[src/isb_pkg.sv]
// Package for the indexed sequence buffer: operation and status codes,
// field widths, and the control word broadcast to the element cells.
// No dependencies.
`default_nettype none

package isb_pkg;

   localparam int DEF_CAPACITY = 64;
   localparam int OP_W         = 4;
   localparam int POS_W        = 7;
   localparam int VAL_W        = 8;
   localparam int STAT_W       = 2;
   // Widest cell index over the supported capacity range (up to 4096 cells).
   localparam int IDX_MAX_W    = 12;

   typedef enum logic [OP_W-1:0] {
      OP_INS_FRONT = 4'd0,
      OP_INS_BACK  = 4'd1,
      OP_INS_AT    = 4'd2,
      OP_DEL_FRONT = 4'd3,
      OP_DEL_BACK  = 4'd4,
      OP_DEL_AT    = 4'd5,
      OP_READ      = 4'd6,
      OP_WRITE     = 4'd7,
      OP_CLEAR     = 4'd8
   } op_type;

   typedef enum logic [STAT_W-1:0] {
      ST_DONE  = 2'd0,
      ST_RANGE = 2'd1,
      ST_FULL  = 2'd2
   } status_type;

   typedef enum logic [2:0] {
      CMD_NONE,
      CMD_INSERT,
      CMD_DELETE,
      CMD_WRITE,
      CMD_READ
   } cmd_type;

   typedef struct packed {
      cmd_type                cmd;
      logic [IDX_MAX_W-1:0]   pos;
      logic [VAL_W-1:0]       value;
   } cell_ctl_type;

endpackage

`default_nettype wire

[src/indexed_sequence_buffer_top.sv]
// Indexed sequence buffer: an ordered byte sequence in a row of cells.
// Result path: the accept is registered in s1_valid_ff and then in rsp_valid_ff, which
// drives the result strobe; the status, count and read word are registered alongside it.
// Throughput: one item per cycle; every insert or delete that passes its checks
// shifts the row of cells by one place in the accepting cycle, and busy stays low.
// Reset: synchronous, clears the element count and the valid bits of the result
// pipeline; cell contents are undefined until written.
`default_nettype none

module indexed_sequence_buffer_top #(
   parameter  int CAPACITY = isb_pkg::DEF_CAPACITY,
   localparam int CNT_W    = $clog2(CAPACITY + 1)
) (
   input  wire logic                          clock,
   input  wire logic                          reset,
   input  wire logic                          start,
   output logic                               busy,
   input  wire logic [isb_pkg::OP_W-1:0]      req_op,
   input  wire logic [isb_pkg::POS_W-1:0]     req_position,
   input  wire logic [isb_pkg::VAL_W-1:0]     req_value,
   output logic                               rsp_valid,
   output logic      [isb_pkg::VAL_W-1:0]     rsp_read_value,
   output logic      [isb_pkg::STAT_W-1:0]    rsp_status,
   output logic      [CNT_W-1:0]              rsp_count,
   output logic                               rsp_empty_res
);
   import isb_pkg::*;

   localparam int CMP_W = ((CNT_W > POS_W) ? CNT_W : POS_W) + 1;
   localparam logic [CMP_W-1:0] CAP_W = CMP_W'(CAPACITY);

   logic [CNT_W-1:0]  cnt_ff, cnt_in;
   logic              s1_valid_ff;
   status_type        s1_status_ff;
   logic [CNT_W-1:0]  s1_count_ff;
   logic              rsp_valid_ff;
   logic [VAL_W-1:0]  rsp_read_value_ff, rsp_read_value_in;
   status_type        rsp_status_ff;
   logic [CNT_W-1:0]  rsp_count_ff;

   logic              accept;
   cell_ctl_type      ctl;
   status_type        status;
   logic [CMP_W-1:0]  cnt_w;
   logic [CMP_W-1:0]  pos_w;
   logic [CMP_W-1:0]  tgt;

   logic [VAL_W-1:0]  cell_data [CAPACITY];
   logic [VAL_W-1:0]  cell_rd   [CAPACITY];

   assign busy   = 1'b0;
   assign accept = start && !busy;

   // Command decode: range and fullness checks, the count update, and the command for the row.
   always_comb begin
      cnt_w     = CMP_W'(cnt_ff);
      pos_w     = CMP_W'(req_position);
      tgt       = pos_w;
      status    = ST_DONE;
      cnt_in    = cnt_ff;
      ctl.cmd   = CMD_NONE;
      ctl.value = req_value;
      case (op_type'(req_op))
         OP_INS_FRONT, OP_INS_BACK, OP_INS_AT: begin
            if (op_type'(req_op) == OP_INS_FRONT) begin
               tgt = '0;
            end else if (op_type'(req_op) == OP_INS_BACK) begin
               tgt = cnt_w;
            end
            if (tgt > cnt_w) begin
               status = ST_RANGE;
            end else if (cnt_w == CAP_W) begin
               status = ST_FULL;
            end else begin
               ctl.cmd = CMD_INSERT;
               cnt_in  = cnt_ff + CNT_W'(1);
            end
         end
         OP_DEL_FRONT, OP_DEL_BACK, OP_DEL_AT: begin
            if (op_type'(req_op) == OP_DEL_FRONT) begin
               tgt = '0;
            end else if (op_type'(req_op) == OP_DEL_BACK) begin
               tgt = cnt_w - CMP_W'(1);
            end
            if (cnt_w == '0 || tgt >= cnt_w) begin
               status = ST_RANGE;
            end else begin
               ctl.cmd = CMD_DELETE;
               cnt_in  = cnt_ff - CNT_W'(1);
            end
         end
         OP_READ, OP_WRITE: begin
            if (tgt >= cnt_w) begin
               status = ST_RANGE;
            end else begin
               ctl.cmd = (op_type'(req_op) == OP_READ) ? CMD_READ : CMD_WRITE;
            end
         end
         OP_CLEAR: begin
            cnt_in = '0;
         end
         default: begin
            status = ST_RANGE;
         end
      endcase
      ctl.pos = IDX_MAX_W'(tgt);
      if (!accept) begin
         ctl.cmd = CMD_NONE;
         cnt_in  = cnt_ff;
      end
   end

   for (genvar i = 0; i < CAPACITY; i++) begin : g_cell
      logic [VAL_W-1:0] left_d, right_d;
      if (i == 0) begin : g_first
         assign left_d = '0;
      end else begin : g_mid_l
         assign left_d = cell_data[i-1];
      end
      if (i == CAPACITY - 1) begin : g_last
         assign right_d = '0;
      end else begin : g_mid_r
         assign right_d = cell_data[i+1];
      end
      isb_cell #(
         .CELL_INDEX (i)
      ) u_cell (
         .clock      (clock),
         .ctl        (ctl),
         .left_data  (left_d),
         .right_data (right_d),
         .data       (cell_data[i]),
         .rd_data    (cell_rd[i])
      );
   end

   // At most one cell holds a nonzero read word, so an OR across the row selects it.
   always_comb begin
      rsp_read_value_in = '0;
      for (int i = 0; i < CAPACITY; i++) begin
         rsp_read_value_in = rsp_read_value_in | cell_rd[i];
      end
   end

   always_ff @(posedge clock) begin
      if (reset) begin
         cnt_ff       <= '0;
         s1_valid_ff  <= 1'b0;
         rsp_valid_ff <= 1'b0;
      end else begin
         cnt_ff       <= cnt_in;
         s1_valid_ff  <= accept;
         rsp_valid_ff <= s1_valid_ff;
      end
   end

   always_ff @(posedge clock) begin
      s1_status_ff      <= status;
      s1_count_ff       <= cnt_in;
      rsp_read_value_ff <= rsp_read_value_in;
      rsp_status_ff     <= s1_status_ff;
      rsp_count_ff      <= s1_count_ff;
   end

   assign rsp_valid      = rsp_valid_ff;
   assign rsp_read_value = rsp_read_value_ff;
   assign rsp_status     = rsp_status_ff;
   assign rsp_count      = rsp_count_ff;
   assign rsp_empty_res  = (rsp_count_ff == '0);

endmodule

`default_nettype wire

[src/isb_cell.sv]
// One element cell of the indexed sequence buffer. It holds one byte and
// takes its neighbor's byte on shifts. Depends on isb_pkg.
`default_nettype none

module isb_cell #(
   parameter int CELL_INDEX = 0
) (
   input  wire logic                       clock,
   input  wire isb_pkg::cell_ctl_type      ctl,
   input  wire logic [isb_pkg::VAL_W-1:0]  left_data,
   input  wire logic [isb_pkg::VAL_W-1:0]  right_data,
   output logic      [isb_pkg::VAL_W-1:0]  data,
   output logic      [isb_pkg::VAL_W-1:0]  rd_data
);
   import isb_pkg::*;

   localparam logic [IDX_MAX_W-1:0] MY_IDX = IDX_MAX_W'(CELL_INDEX);

   logic [VAL_W-1:0] data_ff, data_in;
   logic [VAL_W-1:0] rd_ff, rd_in;
   logic             hit;
   logic             after;

   always_comb begin
      hit     = (ctl.pos == MY_IDX);
      after   = (MY_IDX > ctl.pos);
      data_in = data_ff;
      case (ctl.cmd)
         CMD_INSERT: begin
            if (hit) begin
               data_in = ctl.value;
            end else if (after) begin
               data_in = left_data;
            end
         end
         CMD_DELETE: begin
            if (hit || after) begin
               data_in = right_data;
            end
         end
         CMD_WRITE: begin
            if (hit) begin
               data_in = ctl.value;
            end
         end
         default: begin
            data_in = data_ff;
         end
      endcase
      // Only the addressed cell contributes to the read; the rest give zero.
      rd_in = (ctl.cmd == CMD_READ && hit) ? data_ff : '0;
   end

   always_ff @(posedge clock) begin
      data_ff <= data_in;
      rd_ff   <= rd_in;
   end

   assign data    = data_ff;
   assign rd_data = rd_ff;

endmodule

`default_nettype wire
[config.mk]
export PLATFORM = sky130hd
export DESIGN_NAME = indexed_sequence_buffer_top
export DESIGN_NICKNAME = d
export VERILOG_FILES = /design/src/isb_pkg.sv /design/src/indexed_sequence_buffer_top.sv /design/src/isb_cell.sv
export SDC_FILE = /design/constraint.sdc
export NUM_CORES = 2
export LEC_CHECK = 0
export ABC_AREA = 1
export BUFFER_PORTS_ARGS = -buffer_cell sky130_fd_sc_hd__buf_2
export CAP_MARGIN = 0
export CORE_ASPECT_RATIO = 2
export CORE_MARGIN = 2
export CORE_UTILIZATION = 25
export CTS_CLUSTER_DIAMETER = 30
export DETAILED_ROUTE_END_ITERATION = 8
export MAX_ROUTING_LAYER = met4
export PLACE_DENSITY = 0.47
export SETUP_SLACK_MARGIN = 0.3
export SLEW_MARGIN = 20
export SYNTH_ARGS = -nofsm -noshare
export SYNTH_HDL_FRONTEND = slang
export SYNTH_SLANG_ARGS = --single-unit
[constraint.sdc]
create_clock -name clock -period 4.89 [get_ports clock]
set_clock_uncertainty 0.1 [all_clocks]
set_input_delay 1.2225 -clock clock [delete_from_list [all_inputs] [get_ports clock]]
set_output_delay 1.2225 -clock clock [all_outputs]
set_load 0.005 [all_outputs]
==> impl_metrics.yaml <==
floorplanning:
  initial_utilization: 0.251
  total_die_area_um2: 199000
  core_um2: 194000
  floorplan.die.height_um: 629
  die_width_um: 316
  io_pins: 42
  rows: 229
place:
  placement.cell_area_um2: 55300
  dpl.hpwl_um: 180000
  routabilityCongestion: 0.985
  numPortBuffers: 40
min_path:
  min-delay-path-class: "flip-flop to flip-flop"
worst_setup_path:
  end_kind: "flip-flop"
  worst_r2r_setup_slack_ns: 0.77
  startpoint: "cnt_ff[1]"
  crit_path_launch_type: "flip-flop"
  biggest_fanout_along_the_worst_timing_path: 14
  worstPathArrival_ns: 4.54
  timing.rr.start: "cnt_ff[1]"
  cp-endpoint: "g_cell[35].u_cell.data[4]"
  crit-reg2reg-capture: "g_cell[35].u_cell.data[4]"
  timing_worst_setup_path_type: "flip-flop to flip-flop"
  reg2reg_depth: 19
  critical_path_required_time_ns: 5.30
final_layout:
  utilization: 0.313
  syn_to_layout_area_delta_pct: 24.7
  nNetsFinal: 6182
  post_route_cells_drive_above_1_share: 0.149
  final_cell_area_um2: 60800
logic_synthesis:
  ys.flop_type: "sky130_fd_sc_hd__dfxtp_1"
  syn_inst: 5893
  post_synth.cell_area_avg_um2: 8.28
  synth.yosys.warnings: 0
  synth.top_cells.by_count: "1535 x sky130_fd_sc_hd__nand3_1, 1008 x sky130_fd_sc_hd__nand2_1, 617 x sky130_fd_sc_hd__nor2_1"
  synth_largest_type_area_fraction: 0.315
  netlist-cell-type-count: 45
  synth_sequential_area_ratio: 0.540
  asyncSetResetFlopFracSynth: 0
  post_synth_instance_area_um2: 48800
  synthMostInstantiatedCell: "sky130_fd_sc_hd__nand3_1"
  yosys.area.top_type: "sky130_fd_sc_hd__edfxtp_1"
  postSynthNetCount: 5939
  ys_top_cells_by_area: "sky130_fd_sc_hd__edfxtp_1 32%, sky130_fd_sc_hd__dfxtp_1 22%, sky130_fd_sc_hd__nand3_1 16%"
  synth.ff_latch_count: 1059
  synth_enable_flop_cells: 512
sta:
  unrepaired_setup_endpoints_after_global_routing: "false"
  max_slew.worst_pin.slew_ns: 1.26
  max_clock_freq_mhz: 243
  setup_tns_ns: 0
  hold_viol_final: 0
  final.period_utilization: 0.843
  final_period_minus_worst_setup_slack_ns: 4.12
  final-setup-viol-count: 0
  timing.slew.headroom: 0.155
  final_max_slew_viol_count: 0
outcome:
  outcome: "completed"
cts:
  clk-insertion-delay-late_ns: 0.81
  maximum_buffer_depth_of_the_clock_tree: 4
  numClockSinks: 1059
  post_cts_resize_count: 0
  cts_hold_repair.buffers: 0
  clkTransAtPathRegs_ns: 0.06
  cts_made_buffers: 161
  cts_tree: "done"
  clock-root-buffer: "sky130_fd_sc_hd__clkbuf_16"
  number_of_setup_buffers_added_after_cts: 0
  htree_depth: 4
drt:
  drtAntennaViolNets: 0
  drc: 0
  detail_route.wirelength_um: 239000
  viasPerCell: 5.17
  route.vias.total: 45533
  drt_pre_antenna_iters: 6
  drt_first_iter_violations: 3366
  route.detailed.wl_per_inst_um: 27.1
global_routing:
  grt_util_all_layers: 0.243
  antenna_found_initial: 7
  maximum_number_of_pins_on_one_net_before_global_route_repair: 73
  first_global_vias: 47145
  grt_pass1_wl_um: 336000
  globalRouteOverflowTotal: 0
run:
  cap_viol_max_count: 0
pwr:
  leak_pwr_nw: 26.7
  ir_drop_uv: 260
  powerDensity_nw_per_um2: 385
  power.total_mw: 23.4
==> worst max-delay path, cell delays in order, from the launching register on <==
cell                      delay [ns]
sky130_fd_sc_hd__dfxtp_1        0.45
sky130_fd_sc_hd__inv_1          0.21
sky130_fd_sc_hd__ha_1           0.28
sky130_fd_sc_hd__xnor2_1        0.30
sky130_fd_sc_hd__nand2_1        0.13
sky130_fd_sc_hd__nand3_1        0.11
sky130_fd_sc_hd__inv_1          0.05
sky130_fd_sc_hd__ha_1           0.26
sky130_fd_sc_hd__nand2_1        0.07
sky130_fd_sc_hd__o21a_1         0.13
sky130_fd_sc_hd__nor2_1         0.05
sky130_fd_sc_hd__nor2_2         0.11
sky130_fd_sc_hd__nand4_2        0.10
sky130_fd_sc_hd__nand2_1        0.26
sky130_fd_sc_hd__nand2_4        0.08
sky130_fd_sc_hd__nand2_1        0.24
sky130_fd_sc_hd__buf_4          0.30
sky130_fd_sc_hd__o21ai_0        0.15
sky130_fd_sc_hd__nor2_1         0.24
sky130_fd_sc_hd__buf_12         0.18
==> worst min path at each step <==
| stage | start | endpoint | slack [ns] | cells past startpoint |
|---|---|---|---|---|
| 2_1_floorplan | s1_count_ff[0] | rsp_count[0] | 0.21 | 0 |
| 3_3_place_gp | s1_status_ff[0] | rsp_status[0] | 0.22 | 0 |
| 3_5_place_dp | s1_count_ff[0] | rsp_count[0] | 0.21 | 0 |
| 4_1_cts | s1_count_ff[6] | rsp_count[6] | 0.23 | 0 |
| 5_1_grt | s1_count_ff[6] | rsp_count[6] | 0.23 | 0 |
| 6_report | s1_count_ff[6] | rsp_count[6] | 0.23 | 0 |
==> flip-flops by register name, indices dropped and copies added, names as in the netlist <==
name / count
cnt_ff: 7
g_cell.u_cell.data: 512
g_cell.u_cell.rd_data: 512
rsp_count: 7
rsp_read_value: 8
rsp_status: 2
rsp_valid: 1
s1_count_ff: 7
s1_status_ff: 2
s1_valid_ff: 1
==> cell type report <==
type	instances	area, um^2
antenna	5	12.5
clock buffer	197	4580
clock inverter	91	981
fill	20692	133000
inverter	618	2320
multi-input combinational	3855	19100
sequential	1059	26300
tap	2541	3180
timing repair buffer	441	4340
==> cell families (layout without fill, tap and decap cells) <==
family	after synthesis	count (layout)	synth area share
AO/OA/AOI/OAI	290	290	0.0388
AND/OR/NAND/NOR	3535	3535	0.336
flip-flops	1059	1059	0.540
XOR/XNOR	5	5	0.000898
adder cells (fa/ha/maj)	24	24	0.00616
other	1	6	0.0000769
buffers and inverters	979	1347	0.0787
==> metrics by stage <==
stage	cells	hold slack, ns	setup slack (ns)
final	8807	0.226	0.767
after global routing	8804	0.233	0.547
after CTS	8802	0.228	0.769
after detailed placement	8514	0.215	0.0692
after global placement	8514	0.219	0.0490
after floorplan	5893	0.210	0.205
==> layout by cell type, fill, tap and decap left out, drive strengths merged, types with 9 or more instances in the layout <==
master,instances
clkbuf,197
nand2,1057
clkinv,33
a21oi,35
buf,441
nor4,129
inv,657
clkinvlp,9
nand4,111
nand3,1547
edfxtp,512
nor2,672
bufinv,10
ha,24
dfxtp,547
o211ai,155
o21ai,93
or4,9
==> layer usage <==
| metal | part of all wire | global-route usage | vias to the layer above | wire length (um) |
|---|---|---|---|---|
| li1 | - | - | 20457 | - |
| met1 | 0.31 | 0.214 | 22307 | 74100 |
| met2 | 0.52 | 0.435 | 1873 | 125000 |
| met3 | 0.045 | 0.0303 | 896 | 10700 |
| met4 | 0.12 | 0.238 | 0 | 29200 |
| met5 | 0 | - | - | 0 |
==> power by group <==
part	switching, mW	internal, mW
Combinational	1.33	0.506
Clock	4.72	7.33
Sequential	0.0830	9.43
Total	6.13	17.3
No activity file was read; power rests on OpenSTA's default activity.
